--- config.mk ---
export PLATFORM = sky130hd
export DESIGN_NAME = tape_fsk_bit_serializer_top
export DESIGN_NICKNAME = d
export VERILOG_FILES = /design/src/design/tfbs_pkg.sv /design/src/design/tape_fsk_bit_serializer_top.sv
export SDC_FILE = /design/constraint.sdc
export NUM_CORES = 1
export LEC_CHECK = 0
export BUFFER_PORTS_ARGS = -buffer_cell sky130_fd_sc_hd__buf_2
export CORE_MARGIN = 8
export CORE_UTILIZATION = 30
export DETAILED_ROUTE_END_ITERATION = 6
export SLEW_MARGIN = 20
export SYNTH_ARGS = -nofsm -noshare
export SYNTH_HDL_FRONTEND = slang
export SYNTH_SLANG_ARGS = --single-unit
--- constraint.sdc ---
create_clock -name clock -period 4.7 [get_ports clock]
set_clock_uncertainty 0.15 [all_clocks]
set_input_delay 0.705 -clock clock [delete_from_list [all_inputs] [get_ports clock]]
set_output_delay 0.705 -clock clock [all_outputs]
set_load 0.05 [all_outputs]
--- src/design/tfbs_pkg.sv ---
// Package for the tape FSK bit serialiser: command codes, framing constants
// and the reset value of the leader length register. No dependencies.
`timescale 1ns / 1ps
`default_nettype none

package tfbs_pkg;

   localparam int unsigned LeaderWidth  = 14;
   localparam int unsigned BitsWidth    = 4;
   localparam int unsigned TicksWidth   = 5;
   localparam int unsigned FrameWidth   = 10;
   localparam int unsigned ByteWidth    = 8;

   localparam logic [LeaderWidth-1:0] LEADER_RESET  = 14'd15000;
   localparam logic [BitsWidth-1:0]   FRAME_BITS    = 4'd10;
   localparam logic [TicksWidth-1:0]  TICKS_PER_BIT = 5'd16;
   localparam logic [FrameWidth-1:0]  STOP_MARK     = 10'h200;

   typedef enum logic [1:0] {
      CMD_TICK       = 2'd0,
      CMD_LOAD_BYTE  = 2'd1,
      CMD_LEADER_ON  = 2'd2,
      CMD_LEADER_OFF = 2'd3
   } cmd_type;

endpackage

`default_nettype wire

--- src/design/tape_fsk_bit_serializer_top.sv ---
// Top level of the tape FSK bit serialiser: input register, tone and framing
// update logic and result register. Depends on tfbs_pkg.
//
// Usage: each item on the req_ channel is a command (tick, load byte, leader
// on, leader off) and produces exactly one result item on the rsp_ channel,
// carrying the tape level, the reference tone bit and the data request flag.
// An item is taken at a rising edge where its valid is high and its stall is
// low. The accepted item is held in an input register and processed from
// there, when the state and the result register are updated; the result is
// then on the rsp_ channel from the result register. One item is taken every
// cycle while the receiver keeps rsp_stall low; the sustained rate is set by
// the single state update stage. When the receiver stalls, the result
// register holds and the input register fills, after which req_stall rises.
// The leader length register is written on the csr_ channel, which is
// always ready; write it only while no items are in flight.
// Reset (synchronous, active high) empties both registers, clears the tape
// level, tone bit and all counters and sets the leader length to 15000.
`timescale 1ns / 1ps
`default_nettype none

module tape_fsk_bit_serializer_top (
   input  wire logic                               clock,
   input  wire logic                               reset,
   input  wire logic                               req_valid,
   output      logic                               req_stall,
   input  wire logic [1:0]                         req_cmd,
   input  wire logic [tfbs_pkg::ByteWidth-1:0]     req_byte_value,
   input  wire logic                               req_motor_on,
   output      logic                               rsp_valid,
   input  wire logic                               rsp_stall,
   output      logic                               rsp_tape_level,
   output      logic                               rsp_tone_ref,
   output      logic                               rsp_want_data,
   input  wire logic                               csr_valid,
   output      logic                               csr_ready,
   input  wire logic [tfbs_pkg::LeaderWidth-1:0]   csr_leader_ticks
);
   import tfbs_pkg::*;

   logic                    in_valid_ff;
   cmd_type                 in_cmd_ff;
   logic [ByteWidth-1:0]    in_byte_ff;
   logic                    in_motor_ff;

   logic                    out_valid_ff;
   logic                    out_level_ff;
   logic                    out_tone_ff;
   logic                    out_want_ff;

   logic [LeaderWidth-1:0]  leader_ticks_ff;
   logic [LeaderWidth-1:0]  leader_left_ff, leader_left_in;
   logic [BitsWidth-1:0]    bits_left_ff, bits_left_in;
   logic [TicksWidth-1:0]   ticks_left_ff, ticks_left_in;
   logic [FrameWidth-1:0]   frame_shift_ff, frame_shift_in;
   logic                    level_ff, level_in;
   logic                    tone_bit_ff, tone_bit_in;
   logic                    want_in;

   logic                    out_load;
   logic                    advance;
   logic                    take;
   logic [LeaderWidth-1:0]  leader_dec;
   logic [TicksWidth-1:0]   ticks_dec;
   logic [BitsWidth-1:0]    bits_dec;

   assign out_load  = !out_valid_ff || !rsp_stall;
   assign advance   = in_valid_ff && out_load;
   assign req_stall = in_valid_ff && !out_load;
   assign take      = req_valid && !req_stall;
   assign csr_ready = 1'b1;

   assign rsp_valid      = out_valid_ff;
   assign rsp_tape_level = out_level_ff;
   assign rsp_tone_ref   = out_tone_ff;
   assign rsp_want_data  = out_want_ff;

   assign leader_dec = leader_left_ff - 1'b1;
   assign ticks_dec  = ticks_left_ff - 1'b1;
   assign bits_dec   = bits_left_ff - 1'b1;

   always_comb begin
      leader_left_in = leader_left_ff;
      bits_left_in   = bits_left_ff;
      ticks_left_in  = ticks_left_ff;
      frame_shift_in = frame_shift_ff;
      level_in       = level_ff;
      tone_bit_in    = tone_bit_ff;
      want_in        = 1'b0;
      unique case (in_cmd_ff)
         CMD_TICK: begin
            tone_bit_in = !tone_bit_ff;
            if (in_motor_ff) begin
               if (leader_left_ff != '0) begin
                  leader_left_in = leader_dec;
                  level_in       = leader_dec[0];
                  want_in        = (leader_dec == '0);
               end else if (bits_left_ff != '0) begin
                  level_in      = frame_shift_ff[0] ? ticks_left_ff[0] : ticks_left_ff[1];
                  ticks_left_in = ticks_dec;
                  if (ticks_dec == '0) begin
                     bits_left_in   = bits_dec;
                     frame_shift_in = frame_shift_ff >> 1;
                     if (bits_dec == '0) begin
                        want_in = 1'b1;
                     end else begin
                        ticks_left_in = TICKS_PER_BIT;
                     end
                  end
               end else begin
                  want_in = 1'b1;
               end
            end
         end
         CMD_LOAD_BYTE: begin
            bits_left_in   = FRAME_BITS;
            ticks_left_in  = TICKS_PER_BIT;
            frame_shift_in = STOP_MARK | {1'b0, in_byte_ff, 1'b0};
         end
         CMD_LEADER_ON: begin
            leader_left_in = leader_ticks_ff;
         end
         CMD_LEADER_OFF: begin
            leader_left_in = '0;
         end
         default: begin
         end
      endcase
   end

   always_ff @(posedge clock) begin
      if (reset) begin
         in_valid_ff     <= 1'b0;
         out_valid_ff    <= 1'b0;
         leader_ticks_ff <= LEADER_RESET;
         leader_left_ff  <= '0;
         bits_left_ff    <= '0;
         ticks_left_ff   <= '0;
         frame_shift_ff  <= '0;
         level_ff        <= 1'b0;
         tone_bit_ff     <= 1'b0;
      end else begin
         if (csr_valid && csr_ready) begin
            leader_ticks_ff <= csr_leader_ticks;
         end
         if (take) begin
            in_valid_ff <= 1'b1;
         end else if (advance) begin
            in_valid_ff <= 1'b0;
         end
         if (out_load) begin
            out_valid_ff <= in_valid_ff;
         end
         if (advance) begin
            leader_left_ff <= leader_left_in;
            bits_left_ff   <= bits_left_in;
            ticks_left_ff  <= ticks_left_in;
            frame_shift_ff <= frame_shift_in;
            level_ff       <= level_in;
            tone_bit_ff    <= tone_bit_in;
         end
      end
   end

   always_ff @(posedge clock) begin
      if (take) begin
         in_cmd_ff   <= cmd_type'(req_cmd);
         in_byte_ff  <= req_byte_value;
         in_motor_ff <= req_motor_on;
      end
      if (advance) begin
         out_level_ff <= level_in;
         out_tone_ff  <= tone_bit_in;
         out_want_ff  <= want_in;
      end
   end

   // The frame counter never exceeds the length of one frame.
   a_bits_bounded: assert property (@(posedge clock) disable iff (reset)
      bits_left_ff <= FRAME_BITS)
      else $error("frame bit counter out of range");

   // While frame bits are pending, the tick counter lies within one bit time.
   a_ticks_in_bit: assert property (@(posedge clock) disable iff (reset)
      (bits_left_ff != '0) |-> (ticks_left_ff != '0 && ticks_left_ff <= TICKS_PER_BIT))
      else $error("tick counter out of range while a frame is pending");

   // Only a tick item changes the reference tone bit.
   a_tone_only_on_tick: assert property (@(posedge clock) disable iff (reset)
      (advance && in_cmd_ff != CMD_TICK) |=> $stable(tone_bit_ff))
      else $error("tone bit changed on a non-tick item");

   // An item leaving the input register always appears as a result.
   a_advance_gives_result: assert property (@(posedge clock) disable iff (reset)
      advance |=> rsp_valid)
      else $error("processed item produced no result");

   // The input side is only held off when the input register is occupied.
   a_stall_needs_item: assert property (@(posedge clock) disable iff (reset)
      req_stall |-> in_valid_ff)
      else $error("input stalled with an empty input register");

endmodule

`default_nettype wire
==> reports/metrics.csv <==
stage,metric,value,unit
run,MaxCap Viol Count,0,
cts,post_cts resized,0,
timing,RSZ-0062 raised after global routing,no,
cts,Bufs on Longest Clock Path,2,
cts,clk_lat worst skew,0.35,ns
cts,htree depth,3,
worst_setup_path,CP startpoint kind,register,
worst_setup_path,WP data required,4.79,ns
floorplanning,# IOs,36,
logic_synthesis,Synth Flop Type,dfxtp_1,
cells_and_area,area delta synth->final,13.83,%
worst_setup_path,Crit Path Class,register to register,
cells_and_area,nets,434,
timing,Final period util,0.6292,
timing,final hold vios,0,
cells_and_area,"Design Area, Final",3759,sq um
run_status,outcome,completed,
logic_synthesis,cells after synthesis,375,
min_path,HP Class,register to register,
cells_and_area,layout cells sized above 1,0.1464,
routing,antenna-violating nets left,0,
logic_synthesis,Synth top area share,0.3092,
timing,Max transition margin,0.3506,
global_routing,GRT overflow,0,
timing,Final Max Tran Viols,0,
timing,Fmax,338.1,MHz
routing,average wire per standard cell,14.20,um
power_and_ir_drop,Pwr Density,361.4,nW/um^2
min_path,WHS Path Cells,2,
global_routing,global-route usage over all layers,0.1086,
power_and_ir_drop,Pleak,1.377,nW
timing,Worst Tran Pin Value,0.9696,ns
worst_setup_path,CP arrival,3.05,ns
routing,final WL,7.708,mm
logic_synthesis,post-synthesis register bit count,65,
logic_synthesis,Synth top cells by count,"dfxtp_1, nand2_1, a21oi_1, nor2_1, o21ai_0",
floorplanning,# rows,38,
floorplanning,Core Box Area,10790,sq um
placement,cell area after placement,3547,sq um
cells_and_area,n_diodes,0,
logic_synthesis,syn avg cell area,8.805,sq um
logic_synthesis,Syn. warnings,0,
cts,CTS tree,built,
global_routing,largest net degree at the start of global routing,52,
global_routing,vias in the first global route,2664,
floorplanning,Die Ht,120.9,um
cts,postcts setup bufs,0,
logic_synthesis,async set-reset flop share out of synthesis,0,
timing,Setup Viol. Count Final,0,
worst_setup_path,Crit Path Max Fanout,27,
routing,Detailed Routing Iterations Pass 1,4,
placement,GP Congestion,0.8947,
power_and_ir_drop,Max IR drop VDD,191.1,uV
cts,Root Buffer,clkbuf_8,
logic_synthesis,synthesized cell area,3302,sq um
logic_synthesis,Syn Nets,411,
floorplanning,Die Wd,120.9,um
logic_synthesis,"count leader, synth",dfxtp_1,
worst_setup_path,cells on worst reg2reg path,5,
timing,Setup TNS,0,ns
cts,CTS clock-pin slew for the worst setup and hold paths,0.07,ns
logic_synthesis,"EDFF count, synth",14,
logic_synthesis,Yosys cell types,62,
cells_and_area,fill count,1127,
cts,post-cts hold buffer count,0,
cts,CTS sink cnt,65,
logic_synthesis,synth top area cells,"dfxtp_1, edfxtp_1, a21oi_1, nand2_1, nor2_1",
timing,min Tclk post-route,2.957,ns
worst_setup_path,kind of end point of the critical path,register,
global_routing,global-route wire length before repair,13.05,mm
routing,DRC,0,
floorplanning,Starting Density,0.3059,
floorplanning,die area,14620,sq um
cts,Num CTS Buffers,9,
logic_synthesis,leading area contributor after synthesis,dfxtp_1,
routing,Vias,2851,
routing,DR vias/cell,5.250,
global_routing,initial antenna violation count,0,
placement,Port Buf Inserts,34,
routing,Initial DRC Count,162,
placement,DPL Wire Length,5.381,mm
logic_synthesis,"Seq/Total Area, Yosys",0.4365,
-- power breakdown --
group	leakage [nW]	switching, mW	internal (mW)
sequential	0.553	0.0311	0.600
combinational	0.723	0.129	0.0862
clock	0.0999	0.217	0.296
-- critical path, cell delays in order (launching register included) --
cell and delay, ns:
edfxtp_1 0.74, nor2b_1 0.75, nand2_1 0.21, o21ai_1 0.53, a21oi_1 0.15, a311oi_1 0.30
-- routing by layer --
layer | wire (um) | up-vias | global-route usage
met5 | 0 | - | 0
met4 | 123 | 0 | 0.04450
met3 | 311 | 9 | 0.02559
met2 | 3427 | 65 | 0.1641
met1 | 3846 | 1361 | 0.1453
li1 | - | 1416 | -
-- cells by family after synthesis --
| group | after synthesis | share of synthesized area |
|---|---|---|
| buffers and inverters | 35 | 0.04622 |
| AND/OR/NAND/NOR | 144 | 0.2334 |
| XOR/XNOR | 6 | 0.01591 |
| other | 1 | 0.001136 |
| AO/OA/AOI/OAI | 111 | 0.2228 |
| flip-flops | 65 | 0.4365 |
| adder cells (fa/ha/maj) | 6 | 0.02274 |
| multiplexers | 7 | 0.02122 |
-- area by class of cell --
class	instances	area, sq um	area share
Clock buffer	10	127.6	0.03395
Clock inverter	6	83.83	0.02230
Inverter	12	45.04	0.01198
Multi-Input combinational cell	275	1708	0.4544
Sequential cell	65	1441	0.3835
Tap cell	140	175.2	0.04660
Timing Repair Buffer	35	177.7	0.04727
-- through the flow --
step,cells,hold slack (ns),utilization,setup WS (ns),power (mW)
after floorplan,375,0.2946,-,2.491,0.8020
after global placement,527,0.3056,0.3287,1.849,0.8523
after detailed placement,527,0.3237,0.3287,1.821,0.8560
after CTS,543,0.3308,0.3482,1.816,1.366
after global routing,543,0.3594,0.3482,1.568,1.423
final,543,0.3298,0.3482,1.743,1.358
-- state kept, by name, indices dropped and copies added, names as in the netlist --
signal	cells
leader_left_ff	14
leader_ticks_ff	14
frame_shift_ff	10
in_byte_ff	8
ticks_left_ff	5
bits_left_ff	4
in_cmd_ff	2
in_motor_ff	1
in_valid_ff	1
level_ff	1
rsp_tape_level	1
rsp_tone_ref	1
rsp_valid	1
rsp_want_data	1
tone_bit_ff	1
-- worst paths after layout --
path	slack, ns	to	startpoint
worst max-delay path	1.74	frame_shift_ff[6]	in_cmd_ff[1]
worst min-delay path	0.33	frame_shift_ff[0]	frame_shift_ff[1]
worst max register to register	1.74	frame_shift_ff[6]	in_cmd_ff[1]
worst min register to register	0.33	frame_shift_ff[0]	frame_shift_ff[1]
-- layout by cell type (no fill, tap or decap), drive strengths merged, types with 6 or more instances in the layout --
cell type	count
nand2	41
nor2	35
a211o	7
nor3	11
dfxtp	51
mux2i	7
edfxtp	14
inv	12
a311oi	9
clkbuf	10
a21oi	35
buf	35
ha	6
nand4	8
o21ai	25
nor2b	12
Note: power is estimated with default switching activity, not from simulation.
